<file path="src/rtl/assert_macros.svh">
// assertion macros for the rtl, included by the top level
`ifndef ASSERT_MACROS_SVH
`define ASSERT_MACROS_SVH

// same-cycle implication, sampled on clk, off during rst
`define ERFCS_ASSERT_SAME(label, ante, cons, msg) \
  label: assert property (@(posedge clk) disable iff (rst) (ante) |-> (cons)) \
    else $error(msg);

// next-cycle implication, sampled on clk, off during rst
`define ERFCS_ASSERT_NEXT(label, ante, cons, msg) \
  label: assert property (@(posedge clk) disable iff (rst) (ante) |=> (cons)) \
    else $error(msg);

`endif

</file>
<file path="src/rtl/erfcs_pkg.sv">
// shared types and constants of the erf coulomb direct-sum evaluator
package erfcs_pkg;

  // input item kinds carried on s_tuser
  localparam logic MODE_LOAD   = 1'b0;
  localparam logic MODE_TARGET = 1'b1;

  // configuration register indexes
  localparam logic CFG_ETA          = 1'b0;
  localparam logic CFG_SOURCE_COUNT = 1'b1;

  // 1.0 in q1.30, the value erf saturates to
  localparam logic [30:0] ERF_ONE = 31'h4000_0000;

  // divider geometry: dividend bits and divisor bits
  localparam int DIV_NW = 80;
  localparam int DIV_DW = 34;

  // sequencer states
  typedef enum logic [4:0] {
    S_IDLE,
    S_READ,
    S_SQX,
    S_SQY,
    S_SQZ,
    S_ROOT,
    S_RCHK,
    S_UDIV,
    S_ERF_IDX,
    S_ERF_LO,
    S_ERF_HI0,
    S_ERF_HI1,
    S_ERF_SUM,
    S_MAG,
    S_AHI,
    S_ALO,
    S_ASUM,
    S_TDIV,
    S_TERM,
    S_FINISH
  } state_t;

  // divider status toward the sequencer
  typedef struct packed {
    logic busy;
    logic done;
  } div_status_t;

endpackage

</file>
<file path="src/rtl/erfcs_div.sv">
// bit-serial restoring divider, one quotient bit per cycle
module erfcs_div
  import erfcs_pkg::*;
(
  input  logic              clk,
  input  logic              rst,
  input  logic              start,
  input  logic [DIV_NW-1:0] num,
  input  logic [DIV_DW-1:0] den,
  output div_status_t       status,
  output logic [DIV_NW-1:0] quo
);

  localparam int CNTW = $clog2(DIV_NW);

  logic [DIV_DW:0]   rem;
  logic [DIV_DW-1:0] dreg;
  logic [CNTW-1:0]   step;
  logic [DIV_DW:0]   rem_sh;
  logic              fits;

  // shift in the next dividend bit and try the divisor
  always_comb begin
    rem_sh = {rem[DIV_DW-1:0], quo[DIV_NW-1]};
    fits = (rem_sh >= {1'b0, dreg});
  end

  // control
  always_ff @(posedge clk) begin
    if (rst) begin
      status <= '0;
      step <= '0;
    end else begin
      status.done <= 1'b0;
      if (start) begin
        status.busy <= 1'b1;
        step <= '0;
      end else if (status.busy) begin
        step <= step + 1'b1;
        if (step == CNTW'(DIV_NW - 1)) begin
          status.busy <= 1'b0;
          status.done <= 1'b1;
        end
      end
    end
  end

  // datapath
  always_ff @(posedge clk) begin
    if (start) begin
      rem <= '0;
      quo <= num;
      dreg <= den;
    end else if (status.busy) begin
      rem <= fits ? (rem_sh - {1'b0, dreg}) : rem_sh;
      quo <= {quo[DIV_NW-2:0], fits};
    end
  end

endmodule

</file>
<file path="config.mk">
export PLATFORM = sky130hd
export DESIGN_NAME = erfcs_div
export DESIGN_NICKNAME = d
export VERILOG_FILES = /design/src/rtl/assert_macros.svh /design/src/rtl/erfcs_pkg.sv /design/src/rtl/erfcs_div.sv
export SDC_FILE = /design/constraint.sdc
export NUM_CORES = 1
export LEC_CHECK = 0
export BUFFER_PORTS_ARGS = -buffer_cell sky130_fd_sc_hd__buf_2
export CORE_UTILIZATION = 40
export DETAILED_ROUTE_END_ITERATION = 8
export REMOVE_ABC_BUFFERS = 1
export SYNTH_ARGS = -nofsm -noshare
export SYNTH_HDL_FRONTEND = slang
export SYNTH_SLANG_ARGS = --single-unit
</file>
<file path="constraint.sdc">
create_clock -name clk -period 6.5 [get_ports clk]
set_clock_uncertainty 0.15 [all_clocks]
set_input_delay 0.65 -clock clk [delete_from_list [all_inputs] [get_ports clk]]
set_output_delay 0.65 -clock clk [all_outputs]
set_load 0.05 [all_outputs]
</file>
==> results.txt, run 1 <==
Status -> completed
Synth Cell Area -> 0.00831 sq mm
Top cell type by total area after synthesis -> edfxtp_1
Clock transition at path regs -> 0.07 ns
Gr ovfl total -> 0
Pwr Total -> 0.00300 W
DR vias/cell -> 5.14
Initial Utilization -> 40.9%
Max Fanout on Critical Path -> 30
Pwr dens -> 296 mW/mm^2
First-pass GRT wire length -> 31700 microns
Critical Path Start Type -> flop
WP data required -> 6.70 ns
Boundary pin count -> 199
Post-synth top area share -> 41.2%
Pin count of the biggest net entering global routing -> 76
Synth warn -> 0
Vias -> 6132
Endpoint class of the critical path -> flop
Number of global-route vias before repair -> 6161
Net Sw Power -> 0.00102 W
Syn avg cell area -> 11.6 sq um
Met2 wire length -> 9180 microns
Worst rel slew slack -> 35.2%
Synth cell count leaders -> 114 x edfxtp_1, 81 x mux2_2, 75 x nand2_1
Placed cell areas -> 0.00950 sq mm
Initial antenna violation count -> 4
Met3 routed WL -> 1500 microns
Leakage -> 4.29 nW
# setup viols final -> 0
Min Tclk post-route -> 3.53 ns
Drt first-iter violations -> 246
Gpl congestion -> 0.801
Routed len/inst -> 16.5 microns
CP Data Arrival Time -> 3.74 ns
Hold buffer count at cts -> 0
Inst Count DP -> 1159
Cell with the most instances after synthesis -> edfxtp_1
Clock Tree Buf Depth -> 2
Num CTS Buffers -> 17
Crit-path cells -> inv_1 -> ha_1 -> a21oi_2 -> nand2_1 -> o211a_1 -> o311a_1 -> or2_4 -> nor4_4 -> o31a_4 -> mux2_2 -> a211oi_1
Final worst-path cycle share -> 54.4%
Die area -> 0.0214 sq mm
Post-Layout Inst Area -> 0.0102 sq mm
Main synth FF type -> edfxtp_1
Core footprint -> 0.0203 sq mm
DRC viols -> 0
# resized after CTS -> 0
Met1 wire length -> 8810 microns
Sequential share of power -> 40.9%
Sw Share -> 33.9%
Internal -> 0.00198 W
Family with the most delay on the worst path -> compound AO/OA/AOI/OAI gates
Antenna viol nets, final -> 0
Ys async rst share -> 0%
Initial DRT Pass Iterations -> 4
Die height -> 146 microns
CTS tree -> done
Type of the worst min-delay path -> input port to flop
Setup TNS -> 0 ns
Hpwl dp -> 14000 microns
Unrepaired setup endpoints after global routing -> false
Synthesized flop and latch total -> 157
Library cells used by synthesis -> 64
DR top layer -> met5
Comb pwr share -> 23.6%
VDD IR max -> 0.150 mV
Final Non-Filler Cells -> 1193
Syn-to-layout area delta -> 22.2%
F_max -> 0.283 GHz
Util after Layout -> 50.0%
Gr usage total -> 18.9%
Max Cap Viol -> 0
Top post-synthesis cells by area -> edfxtp_1 41%, mux2_2 11%, dfxtp_1 10%, ha_1 5.3%, nand2_1 3.4%
Seq/Total Area, Yosys -> 51.6%
Skew-Pair Late Insertion Delay -> 0.44 ns
Syn Inst Count -> 716
Worst Tran Pin Value -> 0.973 ns
Final nets -> 1061
Die Wd -> 146 microns
Root Driver -> clkbuf_16
Final Hold Viols -> 0
Clk sinks -> 157
Max-slew violations -> 0
Clock group share of total power -> 35.6%
Port buffer count -> 198
Largest stage delay, worst path -> 0.46 ns
Layout cells sized above 1 -> 37.9%
Site Rows -> 52
Slowest cell on crit path -> o31a_4
Post-CTS Repair Setup Buffers -> 0
Final WL -> 19700 microns
Post-synth EDFFs -> 114
Bufs and invs on worst path -> 1
CTS H-Tree Depth -> 4
Crit path kind -> flop to flop
==> stage by stage <==
stage / setup WS (ns) / hold slack (ns)
final: 2.97 / 0.226
after global routing: 2.75 / 0.213
after CTS: 2.94 / 0.208
after detailed placement: 2.96 / 0.335
after global placement: 3.06 / 0.318
after floorplan: 2.02 / 0.303
==> power by group through the flow <==
stage	sequential, W	combinational (W)	clock (W)
after floorplan	0.00143	0.000327	0
after global placement	0.00125	0.000707	0
after detailed placement	0.00125	0.000708	0
after CTS	0.00123	0.000712	0.00109
after global routing	0.00124	0.000763	0.00113
final	0.00123	0.000707	0.00107
==> worst paths after layout <==
path / startpoint / to / slack, ns / cells after the start
hold reg to reg: rem[3] / rem[3] / 0.34 / 2
setup / recovery: dreg[4] / rem[0] / 2.97 / 11
hold / removal: rst / status[1] / 0.23 / 2
setup reg to reg: dreg[4] / rem[0] / 2.97 / 11
==> cell type report <==
class / instances / area [sq um]
Timing Repair Buffer: 205 / 1050
Clock buffer: 17 / 425
Antenna cell: 2 / 5.00
Multi-Input combinational cell: 484 / 3660
Fill cell: 1870 / 10100
Sequential cell: 157 / 4290
Tap cell: 270 / 338
Clock inverter: 15 / 220
Inverter: 43 / 163
==> logic make-up after synthesis <==
group                      Yosys count  synth area share [%]
and+or+nand+nor                    190                  10.4
adders and majority gates           36                  5.51
AOI/OAI and AO/OA                  140                  13.2
muxes                               88                  11.8
xor gates and xnor gates            30                  3.16
DFF                                157                  51.6
buffers and inverters               75                  4.34
==> cells in the final DEF, fill, tap and decap left out, types with 25 or more instances in the layout <==
cell type,Yosys,routed
a21oi_1,25,25
dfxtp_1,43,42
ha_1,35,35
nor2_1,56,56
nand2_1,75,75
edfxtp_1,114,114
buf_2,0,197
o21ai_0,28,28
inv_1,43,42
mux2_2,81,81
==> layer usage <==
metal  track usage [%]  vias up
li1                  -     3041
met2              30.5      180
met5                 0        -
met4              5.89        4
met3              6.66       18
met1              23.6     2889
==> sequential cells by signal (all words and copies together) (netlist names) <==
name / flops
status: 2
step: 7
rem: 34
quo: 80
dreg: 34
==> worst register-to-register path, cell delays in order (launching register included) <==
cell      delay (ns)
edfxtp_1        0.33
inv_1           0.05
ha_1            0.37
a21oi_2         0.18
nand2_1         0.07
o211a_1         0.25
o311a_1         0.39
or2_4           0.26
nor4_4          0.36
o31a_4          0.46
mux2_2          0.39
a211oi_1        0.21
Note: power is estimated with default switching activity, not from simulation.
==> run 2, diff against run 1 <==
- clock period: 6.5 -> 3.35 ns (I/O delays scaled with it)
==> run 2 against run 1 <==
  * Critical path depth rose by 1
  * Routed wire length grew 0.90%
  * Design area is 7.0% higher
  * Register-to-register slack lost 2.9 ns
  * Total power up 96%
  * First-iteration DRC count up 23%
  * Global-route usage fell by 0.17 points
  * Via count is 2.5% higher
  * Utilization increased by 3.5 points
  * Cell count grew 4.1%
  * Worst hold slack worse by 0.18 ns
  * Critical endpoint is now quo[0]
  * Largest cell class unchanged
  * Largest power group unchanged
  * Highest routed layer unchanged
==> results.txt, run 2 (synthesis results as in run 1) <==
DRC viols -> 0 (unchanged)
Vias -> 6286 (was 6132)
Pin count of the biggest net entering global routing -> 145 (was 76)
Num CTS Buffers -> 17 (unchanged)
F_max -> 0.301 GHz (was 0.283 GHz)
Largest register FFs -> 80 (unchanged)
Pwr dens -> 542 mW/mm^2 (was 296 mW/mm^2)
# setup viols final -> 0 (unchanged)
Clock group share of total power -> 33.1% (was 35.6%)
Port buffer count -> 198 (unchanged)
Internal -> 0.00393 W (was 0.00198 W)
Util after Layout -> 53.5% (was 50.0%)
Initial Utilization -> 40.9% (unchanged)
Worst Tran Pin Value -> 1.06 ns (was 0.973 ns)
Max Cap Viol -> 0 (unchanged)
Type of the worst min-delay path -> input port to flop (unchanged)
Endpoint class of the critical path -> flop (unchanged)
Post-Layout Inst Area -> 0.0109 sq mm (was 0.0102 sq mm)
Core footprint -> 0.0203 sq mm (unchanged)
Unrepaired setup endpoints after global routing -> true (was false)
Max Fanout on Critical Path -> 6 (was 30)
Sw Share -> 33.3% (was 33.9%)
Antenna viol nets, final -> 0 (unchanged)
Setup TNS -> 0 ns (unchanged)
Layout cells sized above 1 -> 40.9% (was 37.9%)
Clk sinks -> 157 (unchanged)
Crit path kind -> flop to flop (unchanged)
Final nets -> 1112 (was 1061)
Min Tclk post-route -> 3.32 ns (was 3.53 ns)
Initial antenna violation count -> 2 (was 4)
Die area -> 0.0214 sq mm (unchanged)
Die Wd -> 146 microns (unchanged)
Initial DRT Pass Iterations -> 6 (was 4)
Final WL -> 19900 microns (was 19700 microns)
Commonest cells after routing, fill and taps aside -> 197 x buf_2, 114 x edfxtp_1, 79 x mux2_2 (was 197 x buf_2, 114 x edfxtp_1, 81 x mux2_2)
Die height -> 146 microns (unchanged)
Worst rel slew slack -> 29.1% (was 35.2%)
VDD IR max -> 0.362 mV (was 0.150 mV)
CP Data Arrival Time -> 3.34 ns (was 3.74 ns)
Sequential share of power -> 40.5% (was 40.9%)
Top flop regs -> quo (80), dreg (34), rem (34) (unchanged)
Boundary pin count -> 199 (unchanged)
Gpl congestion -> 0.815 (was 0.801)
Skew-Pair Late Insertion Delay -> 0.43 ns (was 0.44 ns)
Drt first-iter violations -> 302 (was 246)
Status -> completed (unchanged)
First-pass GRT wire length -> 31800 microns (was 31700 microns)
Commonest non-fill, non-tap cell in the layout -> buf_2 (unchanged)
Clock Tree Buf Depth -> 2 (unchanged)
Placed cell areas -> 0.00959 sq mm (was 0.00950 sq mm)
Comb pwr share -> 26.4% (was 23.6%)
Hpwl dp -> 13600 microns (was 14000 microns)
Gr ovfl total -> 0 (unchanged)
CTS tree -> done (unchanged)
Reg with most FFs -> quo (unchanged)
Number of global-route vias before repair -> 6279 (was 6161)
Final worst-path cycle share -> 99.1% (was 54.4%)
Final Hold Viols -> 0 (unchanged)
Leakage -> 4.61 nW (was 4.29 nW)
Routed len/inst -> 16.0 microns (was 16.5 microns)
Max-slew violations -> 0 (unchanged)
Site Rows -> 52 (unchanged)
Pwr Total -> 0.00589 W (was 0.00300 W)
Root Driver -> clkbuf_16 (unchanged)
WP data required -> 3.37 ns (was 6.70 ns)
Critical Path Start Type -> flop (unchanged)
Gr usage total -> 18.7% (was 18.9%)
Clock transition at path regs -> 0.07 ns (about the same)
DR vias/cell -> 5.06 (was 5.14)
Syn-to-layout area delta -> 30.7% (was 22.2%)
Net Sw Power -> 0.00196 W (was 0.00102 W)
CTS H-Tree Depth -> 4 (unchanged)
Ant diodes -> 0 (was 2)
## run 2: routing by layer
layer	global-route usage [%]	part of all wire, %	up-vias	wire, microns
li1	-	-	3137	-
met1	24.4	46	2957	9220
met2	29.5	46	167	9130
met3	6.34	6.5	21	1290
met4	5.21	1.2	4	242
met5	0	0.16	-	31
## run 2: critical path, cell delays in order, from the launching register on
cell      delay (ns)
edfxtp_1        0.38
inv_2           0.08
ha_4            0.21
a21oi_4         0.16
nand2_1         0.07
o211a_1         0.26
o311a_1         0.36
or2_4           0.28
nor4_4          0.39
buf_4           0.20
o31ai_4         0.09
buf_12          0.19
mux2_4          0.26
## run 2: final timing paths
| path | from | endpoint | slack, ns | cells past startpoint |
|---|---|---|---|---|
| worst min-delay path | num[27] | quo[27] | 0.05 | 2 |
| worst max register to register | dreg[6] | quo[0] | 0.03 | 12 |
| worst min register to register | rem[18] | rem[18] | 0.33 | 2 |
| worst max-delay path | dreg[6] | quo[0] | 0.03 | 12 |
## run 2: repair_timing
action | 4_1_cts | 5_1_grt
pin swaps | 0 | 26
buffers inserted | 0 | 7
gates cloned | 0 | 1
setup endpoints to repair | 1 | 30
hold buffers | 35 | 0
resized for setup | 1 | 62
endpoints found under the hold margin | 35 | 0
## run 2: power groups by stage
| stage | Clock (W) | Combinational [W] | Sequential, W |
|---|---|---|---|
| 2_1_floorplan | 0 | 0.000634 | 0.00278 |
| 3_3_place_gp | 0 | 0.00139 | 0.00242 |
| 3_5_place_dp | 0 | 0.00140 | 0.00242 |
| 4_1_cts | 0.00199 | 0.00144 | 0.00239 |
| 5_1_grt | 0.00207 | 0.00167 | 0.00241 |
| 6_report | 0.00195 | 0.00155 | 0.00239 |
## run 2: area by class of cell
cell class	instances	area [sq um]
timing repair buffer	256	1610
sequential	157	4290
fill	1830	9440
clock inverter	14	153
tap	270	338
multi-input combinational	484	3890
inverter	43	163
clock buffer	18	429
## run 2: through the flow
step	hold slack [ns]	cells	worst slack, ns
2_1_floorplan	0.253	684	-1.13
3_3_place_gp	0.311	1167	0.0358
3_5_place_dp	0.332	1167	0.0331
4_1_cts	0.0312	1234	0.00381
5_1_grt	0.0284	1242	-0.111
6_report	0.0506	1242	0.0303
